### src/sv/grs_pkg.sv
package grs_pkg;

  localparam int LANES               = 8;
  localparam int LANE_SH             = 3;
  localparam int GENO_W              = 2;
  localparam int ROW_W               = LANES * GENO_W;
  localparam int SCALED_W            = 16;
  localparam int MF_W                = 16;
  localparam int CNT_W               = 10;
  localparam int SUM_W               = 11;
  localparam int DEN_W               = 11;
  localparam int NUM_W               = 12;
  localparam int MAG_W               = 11;
  localparam int DV_W                = 19;
  localparam int PROD_W              = 24;
  localparam int Q4_W                = 41;
  localparam int TSQ_W               = 32;
  localparam int ROOT_W              = 16;
  localparam int BIT_W               = 4;
  localparam int DVD_W               = 27;
  localparam int DVS_W               = 12;
  localparam int DCNT_W              = 5;
  localparam int CFG_IDX_W           = 2;
  localparam int CFG_DATA_W          = 16;
  localparam int MAX_INDIVIDUALS_DEF = 512;

  localparam logic [GENO_W-1:0]    MISSING_CODE = 2'd3;
  localparam logic [ROOT_W-1:0]    ROOT_CAP     = 16'd32768;
  localparam logic [ROOT_W-1:0]    POS_MAX      = 16'd32767;
  localparam logic [CFG_IDX_W-1:0] CFG_NUM_IND  = 2'd0;
  localparam logic [CFG_IDX_W-1:0] CFG_DIPLOID  = 2'd1;
  localparam logic [CFG_IDX_W-1:0] CFG_MIN_MAF  = 2'd2;
  localparam logic [1:0]           XI_LAST      = 2'd2;

  typedef enum logic [3:0] {
    ST_LOAD,
    ST_SUM,
    ST_CALC_A,
    ST_CALC_B,
    ST_CALC_C,
    ST_DIV,
    ST_SCALE_GO,
    ST_SCALE_WAIT,
    ST_DRAIN_RD,
    ST_DRAIN_OUT
  } grs_state_e;

  typedef struct packed {
    logic busy;
    logic done;
  } unit_status_t;

  typedef struct packed {
    logic [GENO_W-1:0] geno_a;
    logic [GENO_W-1:0] geno_b;
    logic [GENO_W-1:0] geno_c;
    logic [GENO_W-1:0] geno_d;
    logic [GENO_W-1:0] geno_e;
    logic [GENO_W-1:0] geno_f;
    logic [GENO_W-1:0] geno_g;
    logic [GENO_W-1:0] geno_h;
  } geno_word_t;

  typedef struct packed {
    logic signed [SCALED_W-1:0] scaled_a;
    logic signed [SCALED_W-1:0] scaled_b;
    logic signed [SCALED_W-1:0] scaled_c;
    logic signed [SCALED_W-1:0] scaled_d;
    logic signed [SCALED_W-1:0] scaled_e;
    logic signed [SCALED_W-1:0] scaled_f;
    logic signed [SCALED_W-1:0] scaled_g;
    logic signed [SCALED_W-1:0] scaled_h;
    logic [MF_W-1:0]            minor_freq;
    logic [CNT_W-1:0]           missing_count;
    logic                       row_all_missing;
    logic                       last_of_row;
  } result_word_t;

endpackage

### src/sv/grs_row_mem.sv
module grs_row_mem #(
  parameter int ROWS = 64,
  parameter int AW   = 6
) (
  input  logic                       clk_i,
  input  logic                       wr_en_i,
  input  logic [AW-1:0]              wr_addr_i,
  input  logic [grs_pkg::ROW_W-1:0]  wr_data_i,
  input  logic                       rd_en_i,
  input  logic [AW-1:0]              rd_addr_i,
  output logic [grs_pkg::ROW_W-1:0]  rd_data_o
);

  logic [grs_pkg::ROW_W-1:0] mem_q [ROWS];
  logic [grs_pkg::ROW_W-1:0] rd_q;

  always_ff @(posedge clk_i) begin
    if (wr_en_i) begin
      mem_q[wr_addr_i] <= wr_data_i;
    end
  end

  always_ff @(posedge clk_i) begin
    if (rd_en_i) begin
      rd_q <= mem_q[rd_addr_i];
    end
  end

  assign rd_data_o = rd_q;

endmodule

### src/sv/grs_div.sv
module grs_div (
  input  logic                          clk_i,
  input  logic                          rst_ni,
  input  logic                          start_i,
  input  logic [grs_pkg::DVD_W-1:0]     dividend_i,
  input  logic [grs_pkg::DVS_W-1:0]     divisor_i,
  output grs_pkg::unit_status_t         status_o,
  output logic [grs_pkg::MF_W-1:0]      quotient_o
);

  logic                        busy_q, done_q;
  logic [grs_pkg::DCNT_W-1:0]  cnt_q;
  logic [grs_pkg::DVD_W-1:0]   dvd_q;
  logic [grs_pkg::DVS_W-1:0]   rem_q, dvs_q, rem_d;
  logic [grs_pkg::MF_W-1:0]    quo_q;
  logic [grs_pkg::DVS_W:0]     trial, diff;
  logic                        ge;

  always_comb begin
    trial = {rem_q, dvd_q[grs_pkg::DVD_W-1]};
    diff  = trial - {1'b0, dvs_q};
    ge    = trial >= {1'b0, dvs_q};
    rem_d = ge ? diff[grs_pkg::DVS_W-1:0] : trial[grs_pkg::DVS_W-1:0];
  end

  always_ff @(posedge clk_i or negedge rst_ni) begin
    if (!rst_ni) begin
      busy_q <= 1'b0;
      done_q <= 1'b0;
      cnt_q  <= '0;
    end else begin
      done_q <= 1'b0;
      if (start_i) begin
        busy_q <= 1'b1;
        cnt_q  <= grs_pkg::DCNT_W'(grs_pkg::DVD_W);
      end else if (busy_q) begin
        cnt_q <= cnt_q - 1'b1;
        if (cnt_q == grs_pkg::DCNT_W'(1)) begin
          busy_q <= 1'b0;
          done_q <= 1'b1;
        end
      end
    end
  end

  always_ff @(posedge clk_i) begin
    if (start_i) begin
      dvd_q <= dividend_i;
      dvs_q <= divisor_i;
      rem_q <= '0;
      quo_q <= '0;
    end else if (busy_q) begin
      dvd_q <= {dvd_q[grs_pkg::DVD_W-2:0], 1'b0};
      rem_q <= rem_d;
      quo_q <= {quo_q[grs_pkg::MF_W-2:0], ge};
    end
  end

  assign status_o.busy = busy_q;
  assign status_o.done = done_q;
  assign quotient_o    = quo_q;

endmodule

### src/sv/grs_scale.sv
module grs_scale (
  input  logic                          clk_i,
  input  logic                          rst_ni,
  input  logic                          start_i,
  input  logic [grs_pkg::MAG_W-1:0]     mag_i,
  input  logic                          diploid_i,
  input  logic [grs_pkg::DV_W-1:0]      d_i,
  output grs_pkg::unit_status_t         status_o,
  output logic [grs_pkg::ROOT_W-1:0]    root_o
);

  logic                         busy_q, done_q, phase_q;
  logic [grs_pkg::BIT_W-1:0]    bit_q;
  logic [grs_pkg::Q4_W-1:0]     q4_q, q4_d;
  logic [grs_pkg::DV_W-1:0]     d_q;
  logic [grs_pkg::ROOT_W-1:0]   r_q, cand;
  logic [grs_pkg::TSQ_W-1:0]    tsq_q;
  logic [grs_pkg::ROOT_W:0]     t_full;
  logic [2*grs_pkg::MAG_W-1:0]  msq;
  logic [grs_pkg::TSQ_W+grs_pkg::DV_W-1:0] prod;
  logic                         cand_ok, last_bit;

  always_comb begin
    msq      = (2*grs_pkg::MAG_W)'(mag_i) * (2*grs_pkg::MAG_W)'(mag_i);
    q4_d     = (grs_pkg::Q4_W'(msq) << 18) << diploid_i;
    cand     = r_q | (grs_pkg::ROOT_W'(1) << bit_q);
    cand_ok  = cand <= grs_pkg::ROOT_CAP;
    t_full   = {cand, 1'b0} - (grs_pkg::ROOT_W+1)'(1);
    prod     = (grs_pkg::TSQ_W+grs_pkg::DV_W)'(tsq_q) *
               (grs_pkg::TSQ_W+grs_pkg::DV_W)'(d_q);
    last_bit = bit_q == '0;
  end

  always_ff @(posedge clk_i or negedge rst_ni) begin
    if (!rst_ni) begin
      busy_q  <= 1'b0;
      done_q  <= 1'b0;
      phase_q <= 1'b0;
      bit_q   <= '0;
    end else begin
      done_q <= 1'b0;
      if (start_i) begin
        busy_q  <= 1'b1;
        phase_q <= 1'b0;
        bit_q   <= '1;
      end else if (busy_q) begin
        if (!phase_q && cand_ok) begin
          phase_q <= 1'b1;
        end else begin
          phase_q <= 1'b0;
          bit_q   <= bit_q - 1'b1;
          if (last_bit) begin
            busy_q <= 1'b0;
            done_q <= 1'b1;
          end
        end
      end
    end
  end

  always_ff @(posedge clk_i) begin
    if (start_i) begin
      q4_q <= q4_d;
      d_q  <= d_i;
      r_q  <= '0;
    end else if (busy_q) begin
      if (!phase_q) begin
        tsq_q <= t_full[grs_pkg::ROOT_W-1:0] * t_full[grs_pkg::ROOT_W-1:0];
      end else if ((grs_pkg::TSQ_W+grs_pkg::DV_W)'(q4_q) >= prod) begin
        r_q <= cand;
      end
    end
  end

  assign status_o.busy = busy_q;
  assign status_o.done = done_q;
  assign root_o        = r_q;

endmodule

### src/sv/genotype_row_standardize_core.sv
// Genotype row standardizer.
// Input words carry eight 2-bit genotype codes (3 = missing); lane l of
// word k is individual 8k+l. A row is ceil(n/8) words, n = num_individuals
// clamped to 1..MAX_INDIVIDUALS. Words load into the row memory at one per
// cycle while the input is not stalled. After the last word of a row the
// block stalls its input while it sweeps the row memory, computes the row
// statistics, divides for the minor frequency (when the row is not all
// missing and the numerator is nonzero), runs the square-root search for
// each of the three codes when scaling is needed, then drains the result
// words, one per stored input word. The divider and root search are
// bit-serial.
// Results sit in an output register: a stalled result holds, and loading of
// the next row proceeds while the last result of a row still waits.
// The config port always accepts; write it only while the block is idle.
// Reset clears the control state and restores the register defaults.
module genotype_row_standardize_core #(
  parameter int MAX_INDIVIDUALS = grs_pkg::MAX_INDIVIDUALS_DEF
) (
  input  logic                              clk_i,
  input  logic                              rst_ni,
  input  logic                              in_valid_i,
  output logic                              in_stall_o,
  input  grs_pkg::geno_word_t               in_word_i,
  output logic                              out_valid_o,
  input  logic                              out_stall_i,
  output grs_pkg::result_word_t             out_word_o,
  input  logic                              cfg_valid_i,
  output logic                              cfg_ready_o,
  input  logic [grs_pkg::CFG_IDX_W-1:0]     cfg_index_i,
  input  logic [grs_pkg::CFG_DATA_W-1:0]    cfg_data_i
);

  localparam int ROWS = (MAX_INDIVIDUALS + grs_pkg::LANES - 1) / grs_pkg::LANES;
  localparam int AW   = (ROWS > 1) ? $clog2(ROWS) : 1;
  localparam int RW   = $clog2(ROWS + 1);
  localparam int NW   = $clog2(MAX_INDIVIDUALS + 1);

  grs_pkg::grs_state_e state_q, state_d;

  logic [grs_pkg::CNT_W-1:0]   nind_q;
  logic                        dip_q;
  logic [grs_pkg::MF_W-1:0]    mmf_q;

  logic [NW-1:0]               n_eff;
  logic [NW:0]                 n_pad;
  logic [RW-1:0]               need, cnt_q, ptr_q, rrow_q;
  logic                        rv_q;
  logic                        row_done, issue_more, sum_last, ptr_last;

  logic [grs_pkg::SUM_W-1:0]   s_q;
  logic [grs_pkg::CNT_W-1:0]   m_q, c_q;
  logic [grs_pkg::DEN_W-1:0]   den_q;
  logic                        all_miss_q, pass_q, d_pos_q, num_pos;
  logic signed [grs_pkg::NUM_W-1:0] num_q, num_d;
  logic [grs_pkg::DV_W-1:0]    d_q;
  logic signed [grs_pkg::PROD_W-1:0] d_full;
  logic [grs_pkg::MF_W-1:0]    mf_q;
  logic [1:0]                  xi_q;
  logic [grs_pkg::SCALED_W-1:0] sv0_q, sv1_q, sv2_q, sv_new;

  logic [grs_pkg::ROW_W-1:0]   wr_data, rd_data;
  logic [grs_pkg::GENO_W-1:0]  lane_in [grs_pkg::LANES];
  logic [4:0]                  row_sum;
  logic [3:0]                  row_miss;

  logic                        in_acc, rd_en, div_start, scale_start, out_load, scale_need;
  grs_pkg::unit_status_t       div_st, scale_st;
  logic [grs_pkg::MF_W-1:0]    div_quo;
  logic [grs_pkg::ROOT_W-1:0]  root;
  logic signed [grs_pkg::NUM_W:0] a_val;
  logic [grs_pkg::MAG_W-1:0]   a_mag;
  logic [grs_pkg::DVD_W-1:0]   dividend;

  logic                        out_valid_q;
  grs_pkg::result_word_t       out_q, out_d;
  logic signed [grs_pkg::SCALED_W-1:0] lv [grs_pkg::LANES];

  // config
  always_ff @(posedge clk_i or negedge rst_ni) begin
    if (!rst_ni) begin
      nind_q <= grs_pkg::CNT_W'(512);
      dip_q  <= 1'b1;
      mmf_q  <= '0;
    end else if (cfg_valid_i) begin
      unique case (cfg_index_i)
        grs_pkg::CFG_NUM_IND: nind_q <= cfg_data_i[grs_pkg::CNT_W-1:0];
        grs_pkg::CFG_DIPLOID: dip_q <= cfg_data_i[0];
        grs_pkg::CFG_MIN_MAF: mmf_q <= cfg_data_i;
        default: ;
      endcase
    end
  end
  assign cfg_ready_o = 1'b1;

  always_comb begin
    if (nind_q == '0) begin
      n_eff = NW'(1);
    end else if (32'(nind_q) > 32'(MAX_INDIVIDUALS)) begin
      n_eff = NW'(MAX_INDIVIDUALS);
    end else begin
      n_eff = NW'(nind_q);
    end
    n_pad      = (NW+1)'(n_eff) + (NW+1)'(grs_pkg::LANES - 1);
    need       = RW'(n_pad >> grs_pkg::LANE_SH);
    row_done   = ((RW+1)'(cnt_q) + (RW+1)'(1)) >= (RW+1)'(need);
    issue_more = ptr_q < need;
    sum_last   = rv_q && ((RW+1)'(rrow_q) + (RW+1)'(1) == (RW+1)'(need));
    ptr_last   = (RW+1)'(ptr_q) + (RW+1)'(1) == (RW+1)'(need);
  end

  assign lane_in[0] = in_word_i.geno_a;
  assign lane_in[1] = in_word_i.geno_b;
  assign lane_in[2] = in_word_i.geno_c;
  assign lane_in[3] = in_word_i.geno_d;
  assign lane_in[4] = in_word_i.geno_e;
  assign lane_in[5] = in_word_i.geno_f;
  assign lane_in[6] = in_word_i.geno_g;
  assign lane_in[7] = in_word_i.geno_h;

  always_comb begin
    for (int l = 0; l < grs_pkg::LANES; l++) begin
      wr_data[l*grs_pkg::GENO_W +: grs_pkg::GENO_W] = lane_in[l];
    end
  end

  grs_row_mem #(.ROWS(ROWS), .AW(AW)) u_mem (
    .clk_i     (clk_i),
    .wr_en_i   (in_acc),
    .wr_addr_i (cnt_q[AW-1:0]),
    .wr_data_i (wr_data),
    .rd_en_i   (rd_en),
    .rd_addr_i (ptr_q[AW-1:0]),
    .rd_data_o (rd_data)
  );

  // per-row partial sums during the sweep
  always_comb begin
    logic [grs_pkg::GENO_W-1:0] code;
    row_sum  = '0;
    row_miss = '0;
    for (int l = 0; l < grs_pkg::LANES; l++) begin
      code = rd_data[l*grs_pkg::GENO_W +: grs_pkg::GENO_W];
      if (32'({rrow_q, grs_pkg::LANE_SH'(l)}) < 32'(n_eff)) begin
        if (code == grs_pkg::MISSING_CODE) begin
          row_miss = row_miss + 4'd1;
        end else begin
          row_sum = row_sum + 5'(code);
        end
      end
    end
  end

  // statistics
  always_comb begin
    if ({s_q, 1'b0} <= {1'b0, den_q}) begin
      num_d = $signed(grs_pkg::NUM_W'(s_q));
    end else begin
      num_d = $signed(grs_pkg::NUM_W'(den_q)) - $signed(grs_pkg::NUM_W'(s_q));
    end
    d_full  = $signed(grs_pkg::PROD_W'(s_q)) *
              ($signed(grs_pkg::PROD_W'(den_q)) - $signed(grs_pkg::PROD_W'(s_q)));
    num_pos = num_q > 0;
    dividend = (grs_pkg::DVD_W'(num_q[grs_pkg::NUM_W-2:0]) << 17) + grs_pkg::DVD_W'(den_q);
    scale_need = !all_miss_q && pass_q && d_pos_q;
    a_val = $signed((grs_pkg::NUM_W+1)'(xi_q) * (grs_pkg::NUM_W+1)'(c_q)) -
            $signed((grs_pkg::NUM_W+1)'(s_q));
    a_mag = a_val[grs_pkg::NUM_W] ? grs_pkg::MAG_W'(-a_val) : grs_pkg::MAG_W'(a_val);
    if (a_val[grs_pkg::NUM_W]) begin
      sv_new = grs_pkg::SCALED_W'(17'd65536 - 17'(root));
    end else if (root > grs_pkg::POS_MAX) begin
      sv_new = grs_pkg::POS_MAX;
    end else begin
      sv_new = root;
    end
  end

  grs_div u_div (
    .clk_i      (clk_i),
    .rst_ni     (rst_ni),
    .start_i    (div_start),
    .dividend_i (dividend),
    .divisor_i  ({den_q, 1'b0}),
    .status_o   (div_st),
    .quotient_o (div_quo)
  );

  grs_scale u_scale (
    .clk_i     (clk_i),
    .rst_ni    (rst_ni),
    .start_i   (scale_start),
    .mag_i     (a_mag),
    .diploid_i (dip_q),
    .d_i       (d_q),
    .status_o  (scale_st),
    .root_o    (root)
  );

  // FSM
  always_ff @(posedge clk_i or negedge rst_ni) begin
    if (!rst_ni) begin
      state_q <= grs_pkg::ST_LOAD;
    end else begin
      state_q <= state_d;
    end
  end

  always_comb begin
    state_d     = state_q;
    in_stall_o  = 1'b1;
    rd_en       = 1'b0;
    div_start   = 1'b0;
    scale_start = 1'b0;
    out_load    = 1'b0;
    unique case (state_q)
      grs_pkg::ST_LOAD: begin
        in_stall_o = 1'b0;
        if (in_valid_i && row_done) begin
          state_d = grs_pkg::ST_SUM;
        end
      end
      grs_pkg::ST_SUM: begin
        rd_en = issue_more;
        if (sum_last) begin
          state_d = grs_pkg::ST_CALC_A;
        end
      end
      grs_pkg::ST_CALC_A: state_d = grs_pkg::ST_CALC_B;
      grs_pkg::ST_CALC_B: state_d = grs_pkg::ST_CALC_C;
      grs_pkg::ST_CALC_C: begin
        if (!all_miss_q && num_pos) begin
          div_start = 1'b1;
          state_d   = grs_pkg::ST_DIV;
        end else if (scale_need) begin
          state_d = grs_pkg::ST_SCALE_GO;
        end else begin
          state_d = grs_pkg::ST_DRAIN_RD;
        end
      end
      grs_pkg::ST_DIV: begin
        if (div_st.done) begin
          state_d = scale_need ? grs_pkg::ST_SCALE_GO : grs_pkg::ST_DRAIN_RD;
        end
      end
      grs_pkg::ST_SCALE_GO: begin
        scale_start = 1'b1;
        state_d     = grs_pkg::ST_SCALE_WAIT;
      end
      grs_pkg::ST_SCALE_WAIT: begin
        if (scale_st.done) begin
          state_d = (xi_q == grs_pkg::XI_LAST) ? grs_pkg::ST_DRAIN_RD
                                               : grs_pkg::ST_SCALE_GO;
        end
      end
      grs_pkg::ST_DRAIN_RD: begin
        rd_en   = 1'b1;
        state_d = grs_pkg::ST_DRAIN_OUT;
      end
      grs_pkg::ST_DRAIN_OUT: begin
        if (!out_valid_q || !out_stall_i) begin
          out_load = 1'b1;
          state_d  = ptr_last ? grs_pkg::ST_LOAD : grs_pkg::ST_DRAIN_RD;
        end
      end
      default: state_d = grs_pkg::ST_LOAD;
    endcase
  end

  assign in_acc = in_valid_i && !in_stall_o;

  // control counters
  always_ff @(posedge clk_i or negedge rst_ni) begin
    if (!rst_ni) begin
      cnt_q       <= '0;
      ptr_q       <= '0;
      rrow_q      <= '0;
      rv_q        <= 1'b0;
      xi_q        <= '0;
      out_valid_q <= 1'b0;
    end else begin
      rv_q   <= rd_en && (state_q == grs_pkg::ST_SUM);
      rrow_q <= ptr_q;
      if (in_acc) begin
        cnt_q <= row_done ? '0 : cnt_q + 1'b1;
        ptr_q <= '0;
      end else if (state_q == grs_pkg::ST_SUM && rd_en) begin
        ptr_q <= ptr_q + 1'b1;
      end else if (state_q == grs_pkg::ST_CALC_C) begin
        ptr_q <= '0;
        xi_q  <= '0;
      end else if (state_q == grs_pkg::ST_SCALE_WAIT && scale_st.done) begin
        xi_q <= xi_q + 1'b1;
      end else if (out_load) begin
        ptr_q <= ptr_q + 1'b1;
      end
      if (out_load) begin
        out_valid_q <= 1'b1;
      end else if (!out_stall_i) begin
        out_valid_q <= 1'b0;
      end
    end
  end

  // datapath
  always_ff @(posedge clk_i) begin
    if (in_acc && row_done) begin
      s_q <= '0;
      m_q <= '0;
    end else if (rv_q) begin
      s_q <= s_q + grs_pkg::SUM_W'(row_sum);
      m_q <= m_q + grs_pkg::CNT_W'(row_miss);
    end
    if (state_q == grs_pkg::ST_CALC_A) begin
      c_q        <= grs_pkg::CNT_W'(n_eff) - m_q;
      den_q      <= dip_q ? {grs_pkg::CNT_W'(n_eff) - m_q, 1'b0}
                          : {1'b0, grs_pkg::CNT_W'(n_eff) - m_q};
      all_miss_q <= m_q == grs_pkg::CNT_W'(n_eff);
    end
    if (state_q == grs_pkg::ST_CALC_B) begin
      num_q   <= num_d;
      d_q     <= d_full[grs_pkg::DV_W-1:0];
      d_pos_q <= d_full > 0;
    end
    if (state_q == grs_pkg::ST_CALC_C) begin
      pass_q <= !num_q[grs_pkg::NUM_W-1] &&
                ((grs_pkg::DVD_W'(num_q[grs_pkg::NUM_W-2:0]) << 16) >=
                 grs_pkg::DVD_W'(mmf_q) * grs_pkg::DVD_W'(den_q));
      mf_q   <= '0;
    end
    if (state_q == grs_pkg::ST_DIV && div_st.done) begin
      mf_q <= div_quo;
    end
    if (state_q == grs_pkg::ST_SCALE_WAIT && scale_st.done) begin
      unique case (xi_q)
        2'd0:    sv0_q <= sv_new;
        2'd1:    sv1_q <= sv_new;
        default: sv2_q <= sv_new;
      endcase
    end
    if (out_load) begin
      out_q <= out_d;
    end
  end

  // result word
  always_comb begin
    logic [grs_pkg::GENO_W-1:0] code;
    for (int l = 0; l < grs_pkg::LANES; l++) begin
      code  = rd_data[l*grs_pkg::GENO_W +: grs_pkg::GENO_W];
      lv[l] = '0;
      if (32'({ptr_q, grs_pkg::LANE_SH'(l)}) < 32'(n_eff) && !all_miss_q && pass_q &&
          code != grs_pkg::MISSING_CODE) begin
        if (!d_pos_q) begin
          lv[l] = $signed(grs_pkg::SCALED_W'(code) << 8);
        end else begin
          unique case (code)
            2'd0:    lv[l] = $signed(sv0_q);
            2'd1:    lv[l] = $signed(sv1_q);
            default: lv[l] = $signed(sv2_q);
          endcase
        end
      end
    end
    out_d.scaled_a        = lv[0];
    out_d.scaled_b        = lv[1];
    out_d.scaled_c        = lv[2];
    out_d.scaled_d        = lv[3];
    out_d.scaled_e        = lv[4];
    out_d.scaled_f        = lv[5];
    out_d.scaled_g        = lv[6];
    out_d.scaled_h        = lv[7];
    out_d.minor_freq      = mf_q;
    out_d.missing_count   = m_q;
    out_d.row_all_missing = all_miss_q;
    out_d.last_of_row     = ptr_last;
  end

  assign out_valid_o = out_valid_q;
  assign out_word_o  = out_q;

endmodule
### config.mk
export PLATFORM = sky130hd
export DESIGN_NAME = genotype_row_standardize_core
export DESIGN_NICKNAME = d
export VERILOG_FILES = /design/src/sv/grs_pkg.sv /design/src/sv/grs_row_mem.sv /design/src/sv/grs_div.sv /design/src/sv/grs_scale.sv /design/src/sv/genotype_row_standardize_core.sv
export SDC_FILE = /design/constraint.sdc
export NUM_CORES = 2
export LEC_CHECK = 0
export ABC_AREA = 1
export BUFFER_PORTS_ARGS = -buffer_cell sky130_fd_sc_hd__buf_4
export CAP_MARGIN = 20
export CORE_UTILIZATION = 47
export CTS_CLUSTER_SIZE = 20
export DETAILED_ROUTE_END_ITERATION = 8
export GPL_TIMING_DRIVEN = 0
export PLACE_DENSITY = 0.73
export SLEW_MARGIN = 20
export SYNTH_ARGS = -nofsm -noshare
export SYNTH_HDL_FRONTEND = slang
export SYNTH_SLANG_ARGS = --single-unit
### constraint.sdc
create_clock -name clk_i -period 10.68 [get_ports clk_i]
set_input_delay 2.136 -clock clk_i [delete_from_list [all_inputs] [get_ports clk_i]]
set_output_delay 2.136 -clock clk_i [all_outputs]
set_load 0.03 [all_outputs]
Word-level counts from Yosys, hierarchy flattened
Memory sizes are Yosys's and may differ from the RTL's. A register that Yosys moved wholly into a read port is not among the register bits.
Index checks and enable logic that the tools add are counted.
- memories kept: 1
- memory bits (writable): 1024
- register bits: 540
- $add $sub $neg: 34
- bitwise logic cells: 6
- reduce and logical (&&, ||, !) cells: 81
- order comparisons: 27
- $mul: 6
- mux-type cells: 111
- shift-type cells: 2
- equality and inequality tests: 49
- memory list (name ; words ; bits a word ; rd ports ; clocked after memory_dff ; wr ports ; line ; text):
    u_mem.mem_q ; 64 ; 16 ; 1 ; 1 ; 1 ; grs_row_mem.sv:14 ; logic [grs_pkg::ROW_W-1:0] mem_q [ROWS];
- operators with widths (cell ; number):
    16-bit one-hot mux with 2 select lines ; 8
    10-bit less-than comparator ; 16
    10-bit two-way mux ; 11
    4-bit two-way mux ; 26
    5-bit two-way mux ; 16
    16-bit two-way mux ; 4
    27-bit two-way mux ; 2
    41-bit by 51-bit >= comparator with 1-bit output ; 1
    32-bit by 19-bit multiplier with 51-bit output ; 1
    7-bit two-way mux ; 6
    40-bit by 1-bit << shifter with 41-bit output ; 1
    4-bit one-hot mux with 10 select lines ; 1
    1-bit logical AND ; 36
    5-bit by 2-bit adder with 5-bit output ; 7
    16-bit by 16-bit multiplier with 32-bit output ; 1
    2-bit AND reduction ; 16
    1-bit two-way mux ; 29
    4-bit by 1-bit adder with 4-bit output (second input constant) ; 7
    27-bit by 11-bit adder with 27-bit output ; 1
    27-bit >= comparator ; 1
    16-bit by 11-bit multiplier with 27-bit output ; 1
    7-bit by 1-bit adder with 8-bit output (second input constant) ; 3
    24-bit by 1-bit > comparator with 1-bit output (second input constant) ; 1
    12-bit by 12-bit multiplier with 24-bit output ; 1
    53 further kinds ; 119

Longest topological paths before layout
- depth in word-level cells: 27
- gate-level depth with buffers: 56
- depth with buffers taken out: 56

Hierarchy
A second synthesis with hierarchy kept.
- cells, all modules: 11976
- area total of the unflattened synthesis: 111015.2 um^2
- by module, submodules not included (module ; seq. area each (um^2) ; cells an instance ; instances ; area an instance (um^2)):
    grs_row_mem ; 31230.0 ; 3518 ; 1 ; 42256.8
    grs_scale ; 2627.5 ; 4291 ; 1 ; 34155.3
    genotype_row_standardize_core ; 10082.2 ; 3708 ; 1 ; 30879.6
    grs_div ; 1906.8 ; 459 ; 1 ; 3723.6

Worst setup path before layout
OpenSTA, ideal clock, no wires.
- path kind: input to register
- from: input port out_stall_i
- to: register out_q, in the netlist out_word_o[0], enable pin
- arrival time: 8.737 ns
- path buffers: 0
- data required time: 10.005 ns
- path slack: 1.269 ns
- setup time: 0.675 ns
- stages: 3
- path through: nand2_1 inv_1 nor2_1
- word-level cells in the longest chain between the ends: 4
- RTL lines (element ; line ; text):
    start: declaration ; genotype_row_standardize_core.sv:25 ; input logic out_stall_i,
    1-bit zero test ; -- ;
    1-bit logical OR ; genotype_row_standardize_core.sv:259 ; if (!out_valid_q || !out_stall_i) begin
    1-bit two-way mux ; genotype_row_standardize_core.sv:259 ;
    1-bit two-way mux ; genotype_row_standardize_core.sv:214 ; unique case (state_q)
    net out_load ; genotype_row_standardize_core.sv:66 ; logic in_acc, rd_en, div_start, scale_start, out_load, scale_need;
    end signal: assignment ; genotype_row_standardize_core.sv:340 ; out_q <= out_d;
    end: declaration ; genotype_row_standardize_core.sv:75 ; grs_pkg::result_word_t out_q, out_d;
The timed path passes the listed nets, and every way through them passes these cells.
A chain may end at the register's enable or synchronous reset.

Final worst setup path
- from: register nind_q[7] (netlist name)
- to: register s_q[10] (netlist name)
- word-level cells in the longest chain between the ends: 27
- elaborated cells on any way between the ends: 38
- RTL lines (element ; line ; text):
    start: declaration ; genotype_row_standardize_core.sv:40 ; logic [grs_pkg::CNT_W-1:0] nind_q;
    start signal: assignment ; genotype_row_standardize_core.sv:81 ; nind_q <= grs_pkg::CNT_W'(512);
    start signal: assignment ; genotype_row_standardize_core.sv:86 ; grs_pkg::CFG_NUM_IND: nind_q <= cfg_data_i[grs_pkg::CNT_W-1:0];
    10-bit > comparator ; genotype_row_standardize_core.sv:98 ; end else if (32'(nind_q) > 32'(MAX_INDIVIDUALS)) begin
    10-bit two-way mux ; genotype_row_standardize_core.sv:98 ;
    10-bit two-way mux * ; genotype_row_standardize_core.sv:96 ; if (nind_q == '0) begin
    10-bit less-than comparator ; genotype_row_standardize_core.sv:143 ; if (32'({rrow_q, grs_pkg::LANE_SH'(l)}) < 32'(n_eff)) begin
    2-bit two-way mux ; genotype_row_standardize_core.sv:143 ;
    5-bit by 2-bit adder with 5-bit output ; genotype_row_standardize_core.sv:147 ; row_sum = row_sum + 5'(code);
    5-bit two-way mux ; genotype_row_standardize_core.sv:144 ; if (code == grs_pkg::MISSING_CODE) begin
    5-bit two-way mux ; genotype_row_standardize_core.sv:143 ;
    (+11 left out) ; -- ;
    5-bit two-way mux ; genotype_row_standardize_core.sv:143 ;
    5-bit by 2-bit adder with 5-bit output ; genotype_row_standardize_core.sv:147 ;
    5-bit two-way mux ; genotype_row_standardize_core.sv:144 ;
    5-bit two-way mux ; genotype_row_standardize_core.sv:143 ;
    5-bit by 2-bit adder with 5-bit output ; genotype_row_standardize_core.sv:147 ;
    5-bit two-way mux ; genotype_row_standardize_core.sv:144 ;
    5-bit two-way mux ; genotype_row_standardize_core.sv:143 ;
    11-bit by 5-bit adder with 11-bit output ; genotype_row_standardize_core.sv:309 ; s_q <= s_q + grs_pkg::SUM_W'(row_sum);
    end signal: assignment ; genotype_row_standardize_core.sv:309 ;
    end: declaration ; genotype_row_standardize_core.sv:50 ; logic [grs_pkg::SUM_W-1:0] s_q;
Every way passes the cells marked *; elsewhere a longest branch is shown, timed or not.

==> impl_results.md <==
* Synth Flop Type: edfxtp_1
* Post-route setup TNS at 0 ns
* Die area at 230,000 sq um
* Hold_ws at just over 0.4 ns
* Synth cell types at 72
* Core Area at 227,000 sq um
* Dpl cells at 14,300
* DP Area at roughly 110,000 sq um
* # DRC at 0
* DRC violation total after the first TritonRoute iteration at between 10,000 and 15,000
* CP top delay family: adder cells
* Worst Path Buf+Inv at 9
* Largest stage delay, worst path at between 0.4 and 0.5 ns
* Largest net degree at the start of global routing at between 70 and 80
* Largest family of logic cells by synthesized area: adder cells
* Fmax at around 0.10 GHz
* XOR/XNOR Fraction of Synth Area at 1.68%
* Final std cells w/o fill at roughly 15,000
* Number of flops mapped to enable cells by yosys at around 1,400
* Arrival time worst endpoint at approximately 11 ns
* Sink Count at between 1,500 and 2,000
* Global-route wire length before repair at 527 mm
* Hold Fails Final Rpt at 0
* Critical Path RT at 11.41 ns
* Slew margin rel. at roughly 11%
* Period utilization at 93.8%
* Final worst path period need at approximately 10 ns
* Initial antenna violation count at 18
* Num CTS Buffers at 160
* Max-cap violations at 0
* Final Slew Violations at 0
* Post-synthesis compound-gate area fraction at approximately a tenth
* # IOs at around 200
* Final WL at 360 mm
* Synthesis-to-layout area growth at 12.1%
* Root Buffer: clkbuf_16
* Standard-cell rows at 175
* Slowest CP cell: fa_1
* Most common cell after layout, fill and taps aside: nand2_1
* Setup CP Type: register to register
* Post-synth design cell area at about 110,000 sq um
* CP Capture Type: register
* Vias in the first global route at approximately 82,000
* Port Buffers at approximately 200
* Worst-margin pin slew at between 1 and 1.5 ns
* Fraction of layout cells with a size suffix above 1 at under 10%
* # H-tree levels at 4
* #FFs+latches synth at about 1,600
* Design area at between 100,000 and 150,000 sq um
* Post-synthesis sequential area ratio at 42.7%
* CP max FO at 7
* R2R setup slack at between 0.6 and 0.7 ns
* Mapped Avg Cell Area at approximately 9.7 sq um
* GPL Wtd Cong at 1.06
* Clock buffer depth at 3
* Die H at roughly 480 um
* Width of the chip at ~480 um
* Cts hold-fix bufs at 0
* Routed len/inst at 24.6 um
* Mux cell area share after synthesis at 0.0734%
* Antenna-violating nets left at 0
* DPL Wire Length at ~270 mm
* DR vias at ~85,000
* Ranking of synthesized cells by area: edfxtp_1 40%, fa_1 18%, ha_1 6.8%
* Final setup viols at 0
* Adder-Cell Fraction of Synth Area at roughly a quarter
* CP dominant cell by count: nand2_1
* Outcome: complete, no violations
* Hold Path Class: register to register
* Synth Instances at between 10,000 and 15,000
* GRT Util Overall at between 30% and 40%
* Ys Warns at 0
* Clk_lat worst skew at 0.84 ns
* Async S/R FF share, synth at 4.49%
* Drt via density at ~5.8
* TritonCTS clock tree: yes
* Synth Area in Simple Gates at between 10 and 15%
* Setup crit start kind: register
* Clk_skew at 0.0699 ns
* Fin nets at between 10,000 and 15,000
* Yosys top cell by area: edfxtp_1
* Yosys top cell area share at between 30 and 40%
* Overflow after GRT at 0
* Most frequent cells in the layout: 1,922 x nand2_1, 1,780 x inv_1, 1,424 x edfxtp_1
* # fillers at ~20,000
* DRT Pass-1 Iters at 9
* Clock-pin slew on the worst setup and hold paths at roughly 0.06 ns
* Initial Utilization at between 40% and 50%
cells in the mapped netlist, types with 7 or more instances:
| library cell | n |
|---|---|
| inv_2 | 13 |
| edfxtp_1 | 1424 |
| nand2_2 | 15 |
| a31oi_1 | 147 |
| buf_1 | 88 |
| ha_1 | 582 |
| nor2_2 | 8 |
| a21boi_0 | 11 |
| dfxtp_1 | 65 |
| or2_2 | 27 |
| a21oi_1 | 265 |
| o22ai_1 | 324 |
| nor4_1 | 29 |
| inv_1 | 1782 |
| o211ai_1 | 10 |
| nor2_1 | 1244 |
| mux2_2 | 7 |
| nand3b_1 | 13 |
| o21ai_1 | 9 |
| o21bai_1 | 16 |
| fa_1 | 950 |
| clkinv_1 | 10 |
| clkbuf_1 | 435 |
| a21o_1 | 21 |
| xnor2_1 | 75 |
| nor3_1 | 63 |
| dfrtp_1 | 68 |
| o32ai_1 | 21 |
| nand3_2 | 11 |
| o21a_1 | 10 |
| a211oi_1 | 16 |
| buf_2 | 19 |
| nand3_1 | 193 |
| nand2_1 | 1925 |
| o221ai_1 | 10 |
| a22oi_1 | 17 |
| xor2_1 | 131 |
| nand4_1 | 48 |
| o21ai_0 | 867 |
routing by layer:
layer  share of wire, %  track usage (%)  wire [um]  vias up
li1                   -                -          -    36900
met1                 37             40.2     132000    41100
met2                 44             47.0     158000     5668
met3                 13             8.41      45600     1179
met4                6.8             17.6      24400       18
met5              0.032                0        115        -
state kept, by name, indices dropped and copies added, names as in the netlist, 11 cells and up:
signal            flops
u_scale.d_q          19
d_q                  19
sv1_q                16
u_scale.tsq_q        29
mf_q                 16
num_q                12
mmf_q                16
u_div.dvd_q          27
u_mem.mem_q        1024
sv0_q                16
u_div.quotient_o     16
u_scale.root_o       16
s_q                  11
out_word_o          156
sv2_q                16
u_mem.rd_data_o      16
u_div.rem_q          12
den_q                11
u_div.dvs_q          11
u_scale.q4_q         23
final cells by class:
cell class                 instances  area, sq um  share of cell area, %
clock buffer                     202         4250                   3.53
multi-input combinational       7148        53300                   44.3
tap                             3009         3760                   3.13
buffer                           544         2070                   1.72
inverter                        1805         6780                   5.63
antenna                            4         10.0                0.00832
sequential                      1559        45800                   38.1
timing repair buffer             267         3110                   2.58
clock inverter                    94         1220                   1.01
worst paths after layout:
check,startpoint,to,depth (start not counted)
max in group asynchronous,rst_ni,cnt_q[6]$_DFFE_PN0P_,2
worst max-delay path,nind_q[7]$_DFFE_PN0P_,s_q[10]$_SDFFE_PP0P_,52
min in group asynchronous,rst_ni,mmf_q[4]$_DFFE_PN0P_,1
worst min register to register,d_q[5]$_DFFE_PP_,u_scale.d_q[5]$_DFFE_PP_,0
worst max register to register,nind_q[7]$_DFFE_PN0P_,s_q[10]$_SDFFE_PP0P_,52
worst min-delay path,d_q[5]$_DFFE_PP_,u_scale.d_q[5]$_DFFE_PP_,0
cells by family (layout without fill, tap and decap cells):
kind of cell             count (synthesis)  after routing
multiplexers                             7              7
flip-flops                            1559           1559
buffers and inverters                 2349           2912
other                                    2             17
AND/OR/NAND/NOR                       3603           3603
adder cells (fa/ha/maj)               1532           1532
AO/OA/AOI/OAI                         1787           1787
XOR/XNOR                               206            206
through the flow:
step           util (%)  setup slack (ns)
2_1_floorplan         -              1.27
3_3_place_gp       49.5             -2.98
3_5_place_dp       50.5            0.0370
4_1_cts            52.9            0.0263
5_1_grt            52.9           -0.0343
6_report           52.9             0.660
timing repair:
item,CTS,global route
endpoints found under the setup margin,1,8
gates resized for setup,1,21
pin swaps,0,1
cloned,0,0
hold endpoints to repair,0,0
setup buffers,1,1
Power is left out: the tool's default activity adds up to more than one toggle a clock period on the data nets, which glitch-free logic cannot reach.
